### config.mk
export PLATFORM = sky130hd
export DESIGN_NAME = numeric128_to_decimal_text
export DESIGN_NICKNAME = d
export VERILOG_FILES = /design/src/hw/rtl/numdec_pkg.sv /design/src/hw/rtl/numdec_div.sv /design/src/hw/rtl/numdec_stack.sv /design/src/hw/rtl/numdec_emit.sv /design/src/hw/rtl/numeric128_to_decimal_text.sv
export VERILOG_INCLUDE_DIRS = /design/src /design/src/hw/rtl
export SDC_FILE = /design/constraint.sdc
export NUM_CORES = 1
export LEC_CHECK = 0
export BUFFER_PORTS_ARGS = -buffer_cell sky130_fd_sc_hd__buf_4
export CAP_MARGIN = 10
export CORE_MARGIN = 3
export CORE_UTILIZATION = 49
export DETAILED_ROUTE_END_ITERATION = 16
export HOLD_SLACK_MARGIN = 0.1
export PLACE_DENSITY = 0.67
export SETUP_SLACK_MARGIN = 0.15
export SYNTH_ARGS = -nofsm -noshare
export SYNTH_HDL_FRONTEND = slang
export SYNTH_SLANG_ARGS = --single-unit
### constraint.sdc
create_clock -name clk -period 7.4 [get_ports clk]
set_input_delay 0 -clock clk [delete_from_list [all_inputs] [get_ports clk]]
set_output_delay 0 -clock clk [all_outputs]
set_load 0.01 [all_outputs]
### src/hw/rtl/assert_macros.svh
// ----------------------------------------------------------------------------
// Assertion macros
// Concurrent assertion shorthands used by the top-level RTL file.
// ----------------------------------------------------------------------------
`ifndef ASSERT_MACROS_SVH
`define ASSERT_MACROS_SVH

`ifndef NO_ASSERTIONS

`define ASSERT_IMPL(name, clk_sig, rst_sig, ante, cons) \
  name: assert property (@(posedge clk_sig) disable iff (rst_sig) (ante) |-> (cons)) \
    else $error("assertion failed: same-cycle implication");

`define ASSERT_NEXT(name, clk_sig, rst_sig, ante, cons) \
  name: assert property (@(posedge clk_sig) disable iff (rst_sig) (ante) |=> (cons)) \
    else $error("assertion failed: next-cycle implication");

`else

`define ASSERT_IMPL(name, clk_sig, rst_sig, ante, cons)

`define ASSERT_NEXT(name, clk_sig, rst_sig, ante, cons)

`endif

`endif

### src/hw/rtl/numdec_pkg.sv
// ----------------------------------------------------------------------------
// numdec_pkg
// Shared constants and types of the numeric-to-decimal-text converter.
// ----------------------------------------------------------------------------
package numdec_pkg;

  localparam int VALUE_BITS  = 128;
  localparam int DIGIT_SLOTS = 40;
  localparam int SCALE_MAX   = 38;
  localparam int SCALE_W     = 6;
  localparam int CNT_W       = $clog2(DIGIT_SLOTS + 1);

  localparam int BYTE_STEPS  = (VALUE_BITS + 7) / 8;
  localparam int WREG_W      = BYTE_STEPS * 8;
  localparam int STEP_W      = $clog2(BYTE_STEPS);

  // floor(v / 10) == (v * RECIP10) >> RECIP_SHIFT for every v below 2560
  localparam int RECIP10     = 3277;
  localparam int RECIP_SHIFT = 15;
  localparam int TEN         = 10;

  localparam logic [6:0] CH_ZERO  = 7'h30;
  localparam logic [6:0] CH_MINUS = 7'h2D;
  localparam logic [6:0] CH_POINT = 7'h2E;

  typedef struct packed {
    logic       valid;
    logic [3:0] digit;
  } digit_push_t;

  typedef struct packed {
    logic             done;
    logic [CNT_W-1:0] count;
  } div_stat_t;

  typedef struct packed {
    logic               start;
    logic [CNT_W-1:0]   count;
    logic [SCALE_W-1:0] scale;
    logic               negative;
  } emit_cfg_t;

endpackage

### src/hw/rtl/numdec_div.sv
// ----------------------------------------------------------------------------
// numdec_div
// Byte-serial divide by ten: shifts the value through a remainder stage one
// byte per cycle and yields one decimal digit per pass, least significant
// first, until the quotient is zero or every digit slot is filled.
// ----------------------------------------------------------------------------
module numdec_div import numdec_pkg::*; (
  input  logic                  clk,
  input  logic                  rst,
  input  logic                  start,
  input  logic [VALUE_BITS-1:0] magnitude,
  output digit_push_t           push,
  output div_stat_t             stat
);

  logic              busy;
  logic [WREG_W-1:0] work;
  logic [3:0]        rem;
  logic [STEP_W-1:0] step;
  logic              nz;
  logic [CNT_W-1:0]  count;

  logic [11:0] v;
  logic [23:0] prod;
  logic [7:0]  q;
  logic [11:0] diff;
  logic [3:0]  r;
  logic        last_step;
  logic        nz_next;
  logic        done;

  always_comb begin
    v         = {rem, work[WREG_W-1 -: 8]};
    prod      = 24'(v) * 24'(RECIP10);
    q         = prod[RECIP_SHIFT +: 8];
    diff      = v - 12'(q) * 12'(TEN);
    r         = diff[3:0];
    last_step = (step == STEP_W'(BYTE_STEPS - 1));
    nz_next   = nz | (q != 8'd0);
    done      = busy && last_step &&
                (!nz_next || (count == CNT_W'(DIGIT_SLOTS - 1)));
  end

  assign push.valid = busy && last_step;
  assign push.digit = r;
  assign stat.done  = done;
  assign stat.count = count + 1'b1;

  always_ff @(posedge clk) begin
    if (rst) begin
      busy <= 1'b0;
    end else if (start) begin
      busy <= 1'b1;
    end else if (done) begin
      busy <= 1'b0;
    end
  end

  always_ff @(posedge clk) begin
    if (start) begin
      work  <= WREG_W'(magnitude);
      rem   <= 4'd0;
      step  <= '0;
      nz    <= 1'b0;
      count <= '0;
    end else if (busy) begin
      work <= {work[WREG_W-9:0], q};
      if (last_step) begin
        step  <= '0;
        rem   <= 4'd0;
        nz    <= 1'b0;
        count <= count + 1'b1;
      end else begin
        step <= step + 1'b1;
        rem  <= r;
        nz   <= nz_next;
      end
    end
  end

endmodule

### src/hw/rtl/numdec_stack.sv
// ----------------------------------------------------------------------------
// numdec_stack
// Digit stack as a shift register: push moves every digit up one slot, pop
// moves them down, so the latest (most significant) digit is on top.
// ----------------------------------------------------------------------------
module numdec_stack import numdec_pkg::*; (
  input  logic        clk,
  input  digit_push_t push,
  input  logic        pop,
  output logic [3:0]  top_digit
);

  logic [3:0] slot [DIGIT_SLOTS];

  always_ff @(posedge clk) begin
    if (push.valid) begin
      slot[0] <= push.digit;
      for (int i = 1; i < DIGIT_SLOTS; i++) begin
        slot[i] <= slot[i-1];
      end
    end else if (pop) begin
      for (int i = 0; i < DIGIT_SLOTS - 1; i++) begin
        slot[i] <= slot[i+1];
      end
    end
  end

  assign top_digit = slot[0];

endmodule

### src/hw/rtl/numdec_emit.sv
// ----------------------------------------------------------------------------
// numdec_emit
// Text sequencer: sends sign, leading "0.", zero padding, point and digits
// one character per cycle unless out_ready stalls, via a registered output.
// ----------------------------------------------------------------------------
module numdec_emit import numdec_pkg::*; (
  input  logic       clk,
  input  logic       rst,
  input  emit_cfg_t  cfg,
  input  logic [3:0] top_digit,
  output logic       pop,
  output logic       active,
  output logic       finish,
  output logic       out_valid,
  input  logic       out_ready,
  output logic [6:0] text_char,
  output logic       last_char
);

  localparam logic [2:0] P_IDLE  = 3'd0;
  localparam logic [2:0] P_SIGN  = 3'd1;
  localparam logic [2:0] P_ZERO  = 3'd2;
  localparam logic [2:0] P_POINT = 3'd3;
  localparam logic [2:0] P_PAD   = 3'd4;
  localparam logic [2:0] P_DIGIT = 3'd5;

  logic [2:0]         phase;
  logic [CNT_W-1:0]   remaining;
  logic [SCALE_W-1:0] pad;
  logic [SCALE_W-1:0] scale;
  logic               dot_pending;
  logic               zero_lead;

  logic [2:0]         phase_next;
  logic [CNT_W-1:0]   remaining_next;
  logic [SCALE_W-1:0] pad_next;
  logic               dot_next;
  logic [6:0]         ch_next;
  logic               last_next;
  logic               advance;
  logic               dot_now;
  logic               start_lead;

  assign advance    = (phase != P_IDLE) && (!out_valid || out_ready);
  assign dot_now    = dot_pending && (remaining == CNT_W'(scale));
  assign start_lead = (7'(cfg.scale) >= 7'(cfg.count));
  assign active     = (phase != P_IDLE);
  assign finish     = advance && last_next;

  always_comb begin
    phase_next     = phase;
    remaining_next = remaining;
    pad_next       = pad;
    dot_next       = dot_pending;
    ch_next        = CH_ZERO;
    last_next      = 1'b0;
    pop            = 1'b0;
    if (advance) begin
      unique case (phase)
        P_SIGN: begin
          ch_next    = CH_MINUS;
          phase_next = zero_lead ? P_ZERO : P_DIGIT;
        end
        P_ZERO: begin
          ch_next    = CH_ZERO;
          phase_next = P_POINT;
        end
        P_POINT: begin
          ch_next    = CH_POINT;
          phase_next = (pad != '0) ? P_PAD : P_DIGIT;
        end
        P_PAD: begin
          ch_next  = CH_ZERO;
          pad_next = pad - 1'b1;
          if (pad == SCALE_W'(1)) begin
            phase_next = P_DIGIT;
          end
        end
        P_DIGIT: begin
          if (dot_now) begin
            ch_next  = CH_POINT;
            dot_next = 1'b0;
          end else begin
            ch_next        = CH_ZERO + 7'(top_digit);
            pop            = 1'b1;
            remaining_next = remaining - 1'b1;
            if (remaining == CNT_W'(1)) begin
              last_next  = 1'b1;
              phase_next = P_IDLE;
            end
          end
        end
        default: begin
          phase_next = P_IDLE;
        end
      endcase
    end
  end

  always_ff @(posedge clk) begin
    if (rst) begin
      phase     <= P_IDLE;
      out_valid <= 1'b0;
    end else begin
      if (cfg.start) begin
        phase <= cfg.negative ? P_SIGN : (start_lead ? P_ZERO : P_DIGIT);
      end else begin
        phase <= phase_next;
      end
      if (advance) begin
        out_valid <= 1'b1;
      end else if (out_ready) begin
        out_valid <= 1'b0;
      end
    end
  end

  always_ff @(posedge clk) begin
    if (cfg.start) begin
      remaining   <= cfg.count;
      scale       <= cfg.scale;
      pad         <= cfg.scale - SCALE_W'(cfg.count);
      dot_pending <= !start_lead && (cfg.scale != '0);
      zero_lead   <= start_lead;
    end else begin
      remaining   <= remaining_next;
      pad         <= pad_next;
      dot_pending <= dot_next;
    end
    if (advance) begin
      text_char <= ch_next;
      last_char <= last_next;
    end
  end

endmodule

### src/hw/rtl/numeric128_to_decimal_text.sv
// The divide-by-ten stage takes one byte of the 128-bit value per cycle and
// yields one decimal digit per pass over all bytes; the digits then go to the
// emitter, which loads one character per cycle into the output register
// while out_ready allows. The next value is taken only once the last
// character is loaded into the output.
// Reset: synchronous, active high; clears the control state only.
// ----------------------------------------------------------------------------
// numeric128_to_decimal_text
// Converts a signed, scaled 128-bit magnitude into its decimal text, one
// ASCII character per output item with the last character flagged.
// ----------------------------------------------------------------------------
`include "assert_macros.svh"

module numeric128_to_decimal_text import numdec_pkg::*; (
  input  logic                clk,
  input  logic                rst,
  input  logic                in_valid,
  output logic                in_ready,
  input  logic [63:0]         magnitude_low,
  input  logic [63:0]         magnitude_high,
  input  logic                is_positive,
  input  logic [SCALE_W-1:0]  decimal_scale,
  output logic                out_valid,
  input  logic                out_ready,
  output logic [6:0]          text_char,
  output logic                last_char
);

  localparam logic [1:0] ST_IDLE = 2'd0;
  localparam logic [1:0] ST_DIV  = 2'd1;
  localparam logic [1:0] ST_EMIT = 2'd2;

  logic [1:0]         state;
  logic [SCALE_W-1:0] scale;
  logic               negative;

  logic               accept;
  logic [127:0]       full_value;
  logic [SCALE_W-1:0] scale_sat;
  digit_push_t        push;
  div_stat_t          div_stat;
  emit_cfg_t          emit_cfg;
  logic [3:0]         top_digit;
  logic               pop;
  logic               emit_active;
  logic               emit_finish;

  assign in_ready   = (state == ST_IDLE);
  assign accept     = in_valid && in_ready;
  assign full_value = {magnitude_high, magnitude_low};
  assign scale_sat  = (decimal_scale > SCALE_W'(SCALE_MAX)) ? SCALE_W'(SCALE_MAX)
                                                            : decimal_scale;

  assign emit_cfg.start    = div_stat.done;
  assign emit_cfg.count    = div_stat.count;
  assign emit_cfg.scale    = scale;
  assign emit_cfg.negative = negative;

  always_ff @(posedge clk) begin
    if (rst) begin
      state <= ST_IDLE;
    end else begin
      unique case (state)
        ST_IDLE: begin
          if (accept) begin
            state <= ST_DIV;
          end
        end
        ST_DIV: begin
          if (div_stat.done) begin
            state <= ST_EMIT;
          end
        end
        ST_EMIT: begin
          if (emit_finish) begin
            state <= ST_IDLE;
          end
        end
        default: begin
          state <= ST_IDLE;
        end
      endcase
    end
  end

  always_ff @(posedge clk) begin
    if (accept) begin
      scale    <= scale_sat;
      negative <= !is_positive;
    end
  end

  numdec_div u_div (
    .clk       (clk),
    .rst       (rst),
    .start     (accept),
    .magnitude (full_value[VALUE_BITS-1:0]),
    .push      (push),
    .stat      (div_stat)
  );

  numdec_stack u_stack (
    .clk       (clk),
    .push      (push),
    .pop       (pop),
    .top_digit (top_digit)
  );

  numdec_emit u_emit (
    .clk       (clk),
    .rst       (rst),
    .cfg       (emit_cfg),
    .top_digit (top_digit),
    .pop       (pop),
    .active    (emit_active),
    .finish    (emit_finish),
    .out_valid (out_valid),
    .out_ready (out_ready),
    .text_char (text_char),
    .last_char (last_char)
  );

  `ASSERT_IMPL(a_idle_no_emit, clk, rst, state == ST_IDLE, !emit_active)
  `ASSERT_IMPL(a_done_in_div, clk, rst, div_stat.done, state == ST_DIV)
  `ASSERT_IMPL(a_count_range, clk, rst, div_stat.done,
               (div_stat.count != '0) && (div_stat.count <= CNT_W'(DIGIT_SLOTS)))
  `ASSERT_NEXT(a_accept_div, clk, rst, accept, state == ST_DIV)

endmodule

* After elaboration in Yosys (flattened, before gate mapping) *
Memory sizes are Yosys's and may differ from the RTL's.
Cells that the tools add are included.

operators by class
  order comparisons = 2
  muxes and demuxes = 87
  bitwise logic cells = 40
  multipliers = 2
  reductions and logical operators = 31
  equality and inequality tests = 19
  $add $sub $neg = 7

operator list
  operator                  count
  $mux W128                 2
  $mux W4                   41
  $mux W6                   7
  $or A1 B1 Y1              40
  $mux W3                   8
  $mul A12 B12 Y23 const B  1
  $mux W1                   22
  $pmux W7 S3               1
  $pmux W3 S5               1
  $reduce_bool A2 Y1        7
  $eq A6 B1 Y1 const B      2
  $reduce_bool A6 Y1        2
  $sub A6 B1 Y6 const B     2
  $reduce_and A3 Y1         3
  $mul A8 B3 Y3 const B     1
  $reduce_bool A8 Y1        1
  $add A6 B4 Y7 const A     1
  $logic_and A1 B1 Y1       7
  $mux W7                   1
  $add A6 B1 Y6 const B     1
  $eq A3 B2 Y1 const B      2
  $eq A3 B3 Y1 const B      2
  $eq A6 B6 Y1              1
  $eq A6 B6 Y1 const B      1
  other kinds (21)          31

storage, ports and cells
  memories = 1
  bits in writable memories = 160
  register bits = 185

memory list
  memory        words  bits a word  rd ports  clocked after memory_dff  wr ports  RTL line            RTL
  u_stack.slot  40     4            40        0                         40        numdec_stack.sv:13  logic [3:0] slot [DIGIT_SLOTS];

* Logic depth before layout (Yosys ltp) *
Gate-level depths: netlist of the first run.

  depth after elaboration = 9
  gate-level depth with buffers = 22
  gate-level depth less buffers = 22

* Hierarchy *
From an unflattened synthesis of the first run, not the netlist that was laid out.

unflattened totals
  cells, all modules = 1212
  area total of the unflattened synthesis = 18043.6 µm²

by module, submodules not included
  module                      area each (µm²)  instances  cells each  seq. area each (µm²)
  numdec_div                  8878.5           1          658         4164.0
  numdec_stack                6870.3           1          339         4804.6
  numdec_emit                 1945.6           1          190         860.8
  numeric128_to_decimal_text  349.1            1          25          250.2

* Worst setup path after synthesis of the first run *
No wires, ideal clock.

  kind = register to register
  start = reg u_div.work[122]
  end = mem u_stack.slot[0][3], data pin
  setup slack = 1.717 ns
  library setup time = 0.269 ns
  data required time = 7.131 ns
  clock period less this slack = 5.683 ns
  buffers on the path = 0
  cell stages (with the launch flop) = 23
  data arrival time = 5.414 ns
  cell sequence = edfxtp_1 > ha_1 > inv_1 > fa_1 > inv_1 > fa_1 > fa_1 > inv_1 > fa_1 > inv_1 > ha_1 > nand3_1 > o22ai_1 > a211o_2 > a21oi_1 > xnor2_1 > ha_1 > inv_1 > fa_1 > xnor2_1 > xnor2_1 > xnor2_1 > o21ai_0

RTL lines
  what                    RTL line            RTL
  start, declared         numdec_div.sv:17    logic [WREG_W-1:0] work;
  start signal, assigned  numdec_div.sv:61    work <= WREG_W'(magnitude);
  start signal, assigned  numdec_div.sv:67    work <= {work[WREG_W-9:0], q};
  end, declared           numdec_stack.sv:13

==> impl_metrics.toml, run 1 <==
[synth]
synth_cell_types = 60
ys_ff_latch = 343
yosys.area.top_type = "edfxtp_1"
synth_common_cells = "nand2_1, edfxtp_1, inv_1, ha_1, clkbuf_1"
synth_top_area_share_pct = 54.4
synthesis.area_sq_um = 17700
synth-main-ff-cell = "edfxtp_1"
async_flop_share_pct = 0
synth.most_common_cell = "nand2_1"
ys_seq_area_share_pct = 56.9
yosysWarnings = 0
synthTopCellsByArea = "edfxtp_1, nand2_1, ha_1, fa_1, dfxtp_1"
mappedNetlistNets = 2054
avgSynthCellArea_sq_um = 9.95
synth_edf_count = 321
synth_cells = 1780

[power_and_ir_drop]
ir_drop_v = 0.000494
powerDensity_nw_per_um2 = 341
p_comb_share_pct = 40.5
pwr-share-clk_pct = 26.5
p_int_mw = 4.87
p_seq_share_pct = 33.0
power_mw = 7.47
p_leak_nw = 9.83
swShare_pct = 34.8
p_switching_mw = 2.60

[die]
initial_utilization_pct = 49.8
core_area_sq_um = 35600
die_h_um = 196
die_w_um = 196
rows = 69
die_area_sq_um = 38500
pin_count = 149

[clock_tree]
cts-buffers-inserted = 38
clk_latency_ns = 0.51
path_clk_slew_ns = 0.06
cts_buffer_depth = 3
cts_tree = "built"
cts-root-buf = "clkbuf_16"
cts_sinks = 343
htree_levels = 2
cts_setup_buffers = 0

[critical_path]
timing.rr.start = "u_div.work[122]"
start_kind = "flip-flop"
cp.arrival_ns = 6.32
critical_path.endpoint_type = "flip-flop"
rr_worst_depth = 22
critPathBufInv = 5
path_cells = "ha_1, inv_1, fa_1, inv_1, fa_1, fa_1, inv_1, fa_1, inv_1, ha_1, nand3_1, o22ai_1, a211o_2, a21oi_1, xnor2_1, ha_1, inv_1, fa_1, xnor2_1, xnor2_1, xnor2_1, o21ai_0"
rr_endpoint = "u_stack.slot[0][3]"
path_delay_family = "adder cells"
critPathSlowestCell = "fa_1"
worstSetupPathType = "flip-flop to flip-flop"
cp_data_required_time_ns = 7.66
crit_end = "u_stack.slot[0][3]"
crit_start = "u_div.work[122]"
worst-path-stages = 22
cp_max_fo = 6
critPathMaxStageDelay_ns = 0.54
r2r_slack_ns = 1.34

[detailed_routing]
antenna_left = 0
routed_wl_mm = 39.9
wire_per_inst_um = 15.8
drt_iter0_markers = 977
vias_per_cell = 5.14
vias = 13000
route.detailed.drc = 0
dr.pass1.iters = 5

[timing]
hold_violations = 0
holdWs_ns = 0.258
setup_viol = 0
tightest_slew_ns = 1.15
fin_tns_setup_ns = 0
slew_headroom_pct = 23.6
finalCriticalPeriod_ns = 6.06
maxSlewViolCount = 0
setup_ws_ns = 1.34
fmax_ghz = 0.165
period_share_pct = 81.9
rsz0062_at_grt = "false"
fin_worst_skew_ns = 0.0208

[final_layout]
multi_input_area_sq_um = 6920
drive_above_1_share_pct = 11.1
fin_nets = 2317
utilization_pct = 61.6
seq_area_sq_um = 10100
fill_cells = 2833
fin_area_sq_um = 21900
areaGrowthSynthToFinish_pct = 23.6
instances_no_fill = 2532

[outcome]
outcome = "finished clean"

[global_routing]
grt_pass1_vias = 13300
grt_pass1_wl_mm = 66.0
grt_usage_pct = 20.8
antenna_found_initial = 5
globalRouteOverflowTotal = 0
grt_max_degree = 115

[place]
dpl.cell_count = 2324
post-place-ws_ns = 1.36
place.gp.congestion = 0.875
io_buffers = 146
place_hpwl_mm = 25.7
placed_cell_area_sq_um = 19200

[job]
maxCapViolCount = 0

[hold_path]
hold_path_class = "input port to flip-flop"
==> placed cells by master, fill, tap and decap left out, types with 15 or more instances in the layout <==
master / count
o21ai_0: 21
clkbuf_16: 38
buf_4: 160
inv_1: 110
nand2_1: 863
dlygate4sd3_1: 140
edfxtp_1: 321
xor2_1: 15
a21oi_1: 26
xnor2_1: 24
fa_1: 39
ha_1: 96
nor2_1: 32
dfxtp_1: 22
==> final cells by class <==
cell class / count / share of cell area (%)
multi-input cells: 1247 / 31.6
inverters: 113 / 1.96
well taps: 461 / 2.63
clock inverters: 19 / 1.38
diodes: 5 / 0.0571
flip-flops and latches: 343 / 46.0
repair buffers: 300 / 11.9
clock buffers: 44 / 4.49
==> flip-flops by register name, indices dropped and copies added, names as in the netlist, 2 cells and up <==
signal	count
u_emit.text_char	5
u_emit.pad	6
scale	6
u_div.rem	4
u_div.step	4
u_emit.phase	3
u_div.count	6
state	2
u_stack.slot	160
u_div.work	128
u_emit.remaining	6
u_emit.scale	6
==> power groups by stage <==
stage / Combinational (mW) / Clock [mW] / Sequential [mW]
after floorplan: 2.20 / 0 / 2.48
after global placement: 2.91 / 0 / 2.50
after detailed placement: 2.93 / 0 / 2.50
after CTS: 3.02 / 2.02 / 2.47
after global routing: 3.43 / 2.10 / 2.48
final: 3.03 / 1.98 / 2.47
==> worst min path at each step <==
stage,cells after the start,end,from
after detailed placement,1,scale[5],decimal_scale[5]
after CTS,2,scale[5],decimal_scale[5]
after floorplan,1,negative,is_positive
after global placement,1,scale[5],decimal_scale[5]
final,2,scale[5],decimal_scale[5]
after global routing,2,scale[5],decimal_scale[5]
==> cell families after synthesis <==
kind of cell / Yosys count / share of synthesized area, %
xor+xnor: 40 / 2.08
buf+inv: 190 / 4.20
compound gates: 99 / 3.74
other cells: 2 / 0.0424
simple gates: 957 / 21.1
flops: 343 / 56.9
mux: 14 / 0.798
fa+ha+maj: 135 / 11.2
==> per-layer routing <==
layer | vias up | share of wire, % | track usage (%)
li1 | 6362 | - | -
met2 | 381 | 47 | 34.6
met1 | 6196 | 44 | 28.0
met3 | 64 | 6.1 | 4.05
met4 | 0 | 2.4 | 5.99
met5 | - | 0 | 0
==> timing repair <==
action,CTS,global route
gates resized for setup,0,0
hold endpoints to repair,142,0
hold buffers,140,0
No activity file was read; power rests on OpenSTA's default activity.
==> run 2: changes to the inputs <==
- clock period: 7.4 -> 6.35 ns (I/O delays scaled with it)
==> impl_metrics.toml, run 2 (synthesis gave the netlist of run 1 again) <==
[global_routing]
grt_use_met2_pct = 35.2
globalRouteOverflowTotal = 0
grt_pass1_vias = 13200
top_usage_layer = "met2"
grt_pass1_wl_mm = 65.0
grt_util_met1_pct = 27.4
grt_use_met3_pct = 3.68
grt_usage_pct = 20.6
antenna_found_initial = 3
grt_max_degree = 90

[final_layout]
top_regs = "u_stack.slot: 160 flops, u_div.work: 128 flops"
top_register = "u_stack.slot"
fill_cells = 2933
final_common_cell = "nand2_1"
final_cell_mix = "nand2_1, edfxtp_1, buf_4"
areaGrowthSynthToFinish_pct = 23.5
multi_input_area_sq_um = 6940
seq_area_sq_um = 10100
drive_above_1_share_pct = 11.6
fin_nets = 2326
fin_area_sq_um = 21900
largest_register_ff_count = 160

[timing]
setup_ws_ns = 0.389
finalCriticalPeriod_ns = 5.96
setup_viol = 0
holdWs_ns = 0.262
hold_violations = 0
rsz0062_at_grt = "true"
fin_worst_skew_ns = 0.0197
maxSlewViolCount = 0
fmax_ghz = 0.168
tightest_slew_ns = 1.12
period_share_pct = 93.9
slew_headroom_pct = 25.4
fin_tns_setup_ns = 0

[clock_tree]
clk_latency_ns = 0.53
cts_sinks = 343
path_clk_slew_ns = 0.07
cts_tree = "built"
cts_buffer_depth = 3
cts-root-buf = "clkbuf_16"
cts-buffers-inserted = 38
htree_levels = 2

[die]
core_area_sq_um = 35600
initial_utilization_pct = 49.8
die_area_sq_um = 38500
die_h_um = 196
die_w_um = 196
rows = 69
pin_count = 149

[detailed_routing]
dr.pass1.iters = 5
wire_per_inst_um = 15.7
drt_iter0_markers = 824
route.detailed.drc = 0
vias = 12900
vias_per_cell = 5.07
routed_wl_mm = 39.9
antenna_left = 0

[critical_path]
worstSetupPathType = "flip-flop to flip-flop"
r2r_slack_ns = 0.39
start_kind = "flip-flop"
cp_data_required_time_ns = 6.57
critical_path.endpoint_type = "flip-flop"
cp.arrival_ns = 6.18
cp_max_fo = 6

[place]
placed_cell_area_sq_um = 19200
io_buffers = 146
place.gp.congestion = 0.875
place_hpwl_mm = 25.8
post-place-ws_ns = 0.380

[power_and_ir_drop]
powerDensity_nw_per_um2 = 390
pwr-share-clk_pct = 24.7
power_mw = 8.53
ir_drop_v = 0.000549
p_int_mw = 5.51
p_seq_share_pct = 33.7
swShare_pct = 35.4
p_comb_share_pct = 41.6
p_switching_mw = 3.02
p_leak_nw = 9.83

[hold_path]
hold_path_class = "input port to flip-flop"

[outcome]
outcome = "finished clean"

[job]
maxCapViolCount = 0
==> run 2: cell types whose count changed in the layout (fill, tap and decap cells not counted), moves of 2 or more <==
cell and change:
nand2_2 +2, clkbuf_4 +2, buf_4 +9, clkbuf_1 +4, bufinv_16 -6, clkinv_1 +2
nand2_1 -2, diode_2 -2
==> run 2: final cells by class <==
class	count	area share [%]
diodes	3	0.0343
clock buffers	51	4.74
clock inverters	17	0.686
inverters	113	1.96
multi-input cells	1247	31.7
flip-flops and latches	343	46.1
well taps	461	2.64
repair buffers	309	12.2
==> run 2: critical path, stage by stage (launching register included) <==
cell	delay, ns
edfxtp_1	0.46
ha_1	0.36
inv_1	0.06
fa_1	0.48
inv_1	0.06
fa_1	0.50
fa_1	0.54
inv_1	0.05
fa_1	0.52
inv_1	0.04
ha_1	0.30
nand3_1	0.10
o22ai_1	0.12
a211o_2	0.39
a21oi_1	0.24
xnor2_2	0.18
ha_1	0.19
inv_1	0.05
fa_1	0.37
xnor2_1	0.19
xnor2_1	0.16
xnor2_1	0.17
o21ai_0	0.11
==> run 2: through the flow <==
step           instances  utilization, %
6_report            2544            61.5
5_1_grt             2544            61.5
2_1_floorplan       1780               -
3_3_place_gp        2329            54.1
3_5_place_dp        2329            54.1
4_1_cts             2537            61.4
==> run 2: worst paths after layout <==
kind	from	endpoint	cells after the start
hold reg to reg	u_stack.slot[4][25]	u_stack.slot[4][29]	0
setup / recovery	u_div.work[126]	u_stack.slot[0][3]	22
setup reg to reg	u_div.work[126]	u_stack.slot[0][3]	22
hold / removal	decimal_scale[5]	scale[5]	2
==> run 2: power groups by stage <==
| stage | Sequential [mW] | Clock [mW] | Combinational (mW) |
|---|---|---|---|
| floorplan | 2.89 | 0 | 2.56 |
| global placement | 2.91 | 0 | 3.34 |
| detailed placement | 2.91 | 0 | 3.37 |
| CTS | 2.87 | 2.16 | 3.48 |
| global route | 2.89 | 2.24 | 4.00 |
| finish | 2.87 | 2.11 | 3.54 |
==> run 2: metal layers <==
metal	vias up	routed length [um]
met5	-	0
met4	0	814
met3	59	2140
met2	343	19200
met1	6124	17700
li1	6375	-
==> run 2: repair_timing <==
action | CTS | global route
buffers inserted | 0 | 4
resized for setup | 0 | 3
hold buffers | 140 | 0
hold endpoints to repair | 142 | 0
setup endpoints to repair | 0 | 13
==> run 3: changes to the inputs <==
- REMOVE_ABC_BUFFERS: default -> 1
==> impl_metrics.toml, run 3 (synthesis gave the netlist of run 1 again) <==
[die]
pin_count = 149
die_h_um = 196
die_area_sq_um = 38500
core_area_sq_um = 35600
rows = 69
initial_utilization_pct = 49.8
die_w_um = 196

[job]
maxCapViolCount = 0

[clock_tree]
cts_buffer_depth = 3
cts_resized = 0
cts_sinks = 343
clk_latency_ns = 0.53
htree_levels = 2
cts-root-buf = "clkbuf_16"
path_clk_slew_ns = 0.06
cts-buffers-inserted = 38
cts_tree = "built"

[detailed_routing]
vias = 13100
routed_wl_mm = 39.8
dr.pass1.iters = 5
antenna_left = 0
m1WireLength_mm = 17.0
drt_iter0_markers = 959
route.top_layer_used = "met4"
wl_met2_mm = 19.1
wl_met3_mm = 2.41
route.detailed.drc = 0
wire_per_inst_um = 15.6
vias_per_cell = 5.13

[final_layout]
drive_above_1_share_pct = 11.1
final_cell_mix = "nand2_1, edfxtp_1, dlygate4sd3_1"
fill_cells = 2835
fin_area_sq_um = 22200
final_common_cell = "nand2_1"
utilization_pct = 62.3
diodes = 0
fin_nets = 2337
largest_register_ff_count = 160
top_regs = "u_stack.slot: 160 flops, u_div.work: 128 flops"
areaGrowthSynthToFinish_pct = 25.0
instances_no_fill = 2552
top_register = "u_stack.slot"

[hold_path]
min_to = "scale[5]"
hold_path_class = "input port to flip-flop"
worstHoldPathCells = 2
hold_start = "decimal_scale[5]"

[power_and_ir_drop]
powerDensity_nw_per_um2 = 394
ir_drop_v = 0.000479
p_leak_nw = 9.94
power_mw = 8.72

[critical_path]
rr_endpoint = "u_stack.slot[0][3]"
start_kind = "flip-flop"
cp_data_required_time_ns = 6.60
cp.arrival_ns = 6.13
rr_worst_depth = 22
critical_path.endpoint_type = "flip-flop"
timing.rr.start = "u_div.work[122]"
r2r_slack_ns = 0.47
cp_max_fo = 6
worstSetupPathType = "flip-flop to flip-flop"

[global_routing]
grt_pass1_vias = 13200
antenna_found_initial = 0
grt_usage_pct = 20.6
grt_pass1_wl_mm = 65.0
grt_max_degree = 157
globalRouteOverflowTotal = 0

[timing]
finalCriticalPeriod_ns = 5.88
fin_worst_skew_ns = 0.0107
maxSlewViolCount = 0
rsz0062_at_grt = "false"
setup_viol = 0
holdWs_ns = 0.247
slew_headroom_pct = 27.0
fmax_ghz = 0.170
setup_ws_ns = 0.467
fin_tns_setup_ns = 0
hold_violations = 0
tightest_slew_ns = 1.09
period_share_pct = 92.6

[place]
place.gp.congestion = 0.914
post-place-ws_ns = 0.415
placed_cell_area_sq_um = 19200
io_buffers = 146
place_hpwl_mm = 24.4
dpl.cell_count = 2322

[outcome]
outcome = "finished clean"
run 3: worst max-delay path by stage:
stage,startpoint,to,slack [ns],cells after the start
floorplan,state[1],u_div.work[0],-2.04,5
global placement,u_div.work[122],u_emit.scale[2],0.45,20
detailed placement,u_div.work[122],u_stack.slot[0][3],0.41,22
CTS,u_div.work[122],u_emit.scale[2],0.41,20
global route,u_div.work[122],u_stack.slot[0][3],0.17,22
finish,u_div.work[122],u_stack.slot[0][3],0.47,22
run 3: final cells by class:
| type | count | area, sq um | share of cell area (%) |
|---|---|---|---|
| Sequential cell | 343 | 10100 | 45.5 |
| Multi-Input combinational cell | 1247 | 6920 | 31.2 |
| Timing Repair Buffer | 320 | 2830 | 12.8 |
| Clock buffer | 47 | 1040 | 4.68 |
| Tap cell | 461 | 577 | 2.60 |
| Inverter | 113 | 429 | 1.94 |
| Clock inverter | 21 | 282 | 1.27 |
run 3: power by group:
group	internal, mW	total, mW	switching [mW]
sequential	2.78	2.87	0.0902
combinational	1.52	3.52	2.00
clock	1.44	2.33	0.884
total	5.74	8.72	2.98
run 3: timing repair:
item                                    CTS  global route
endpoints found under the setup margin    0             1
hold endpoints to repair                142             0
hold buffers                            161             0
buffers inserted                          0             1
run 3: critical path, stage by stage, from the launching register on:
cell and delay (ns):
edfxtp_1 0.48, ha_1 0.35, inv_1 0.06, fa_1 0.53, inv_1 0.06, fa_1 0.50
fa_1 0.54, inv_1 0.05, fa_1 0.53, inv_1 0.04, ha_1 0.30, nand3_1 0.10
o22ai_1 0.11, a211o_2 0.40, a21oi_1 0.20, xnor2_1 0.16, ha_1 0.18, inv_1 0.05
fa_1 0.37, xnor2_1 0.19, xnor2_1 0.15, xnor2_1 0.15, o21ai_0 0.11
run 3: metal layers:
layer | track usage (%) | vias to the layer above
met3 | 4.43 | 93
met2 | 34.1 | 372
met1 | 27.1 | 6224
met4 | 7.10 | 0
met5 | 0 | -
li1 | - | 6400
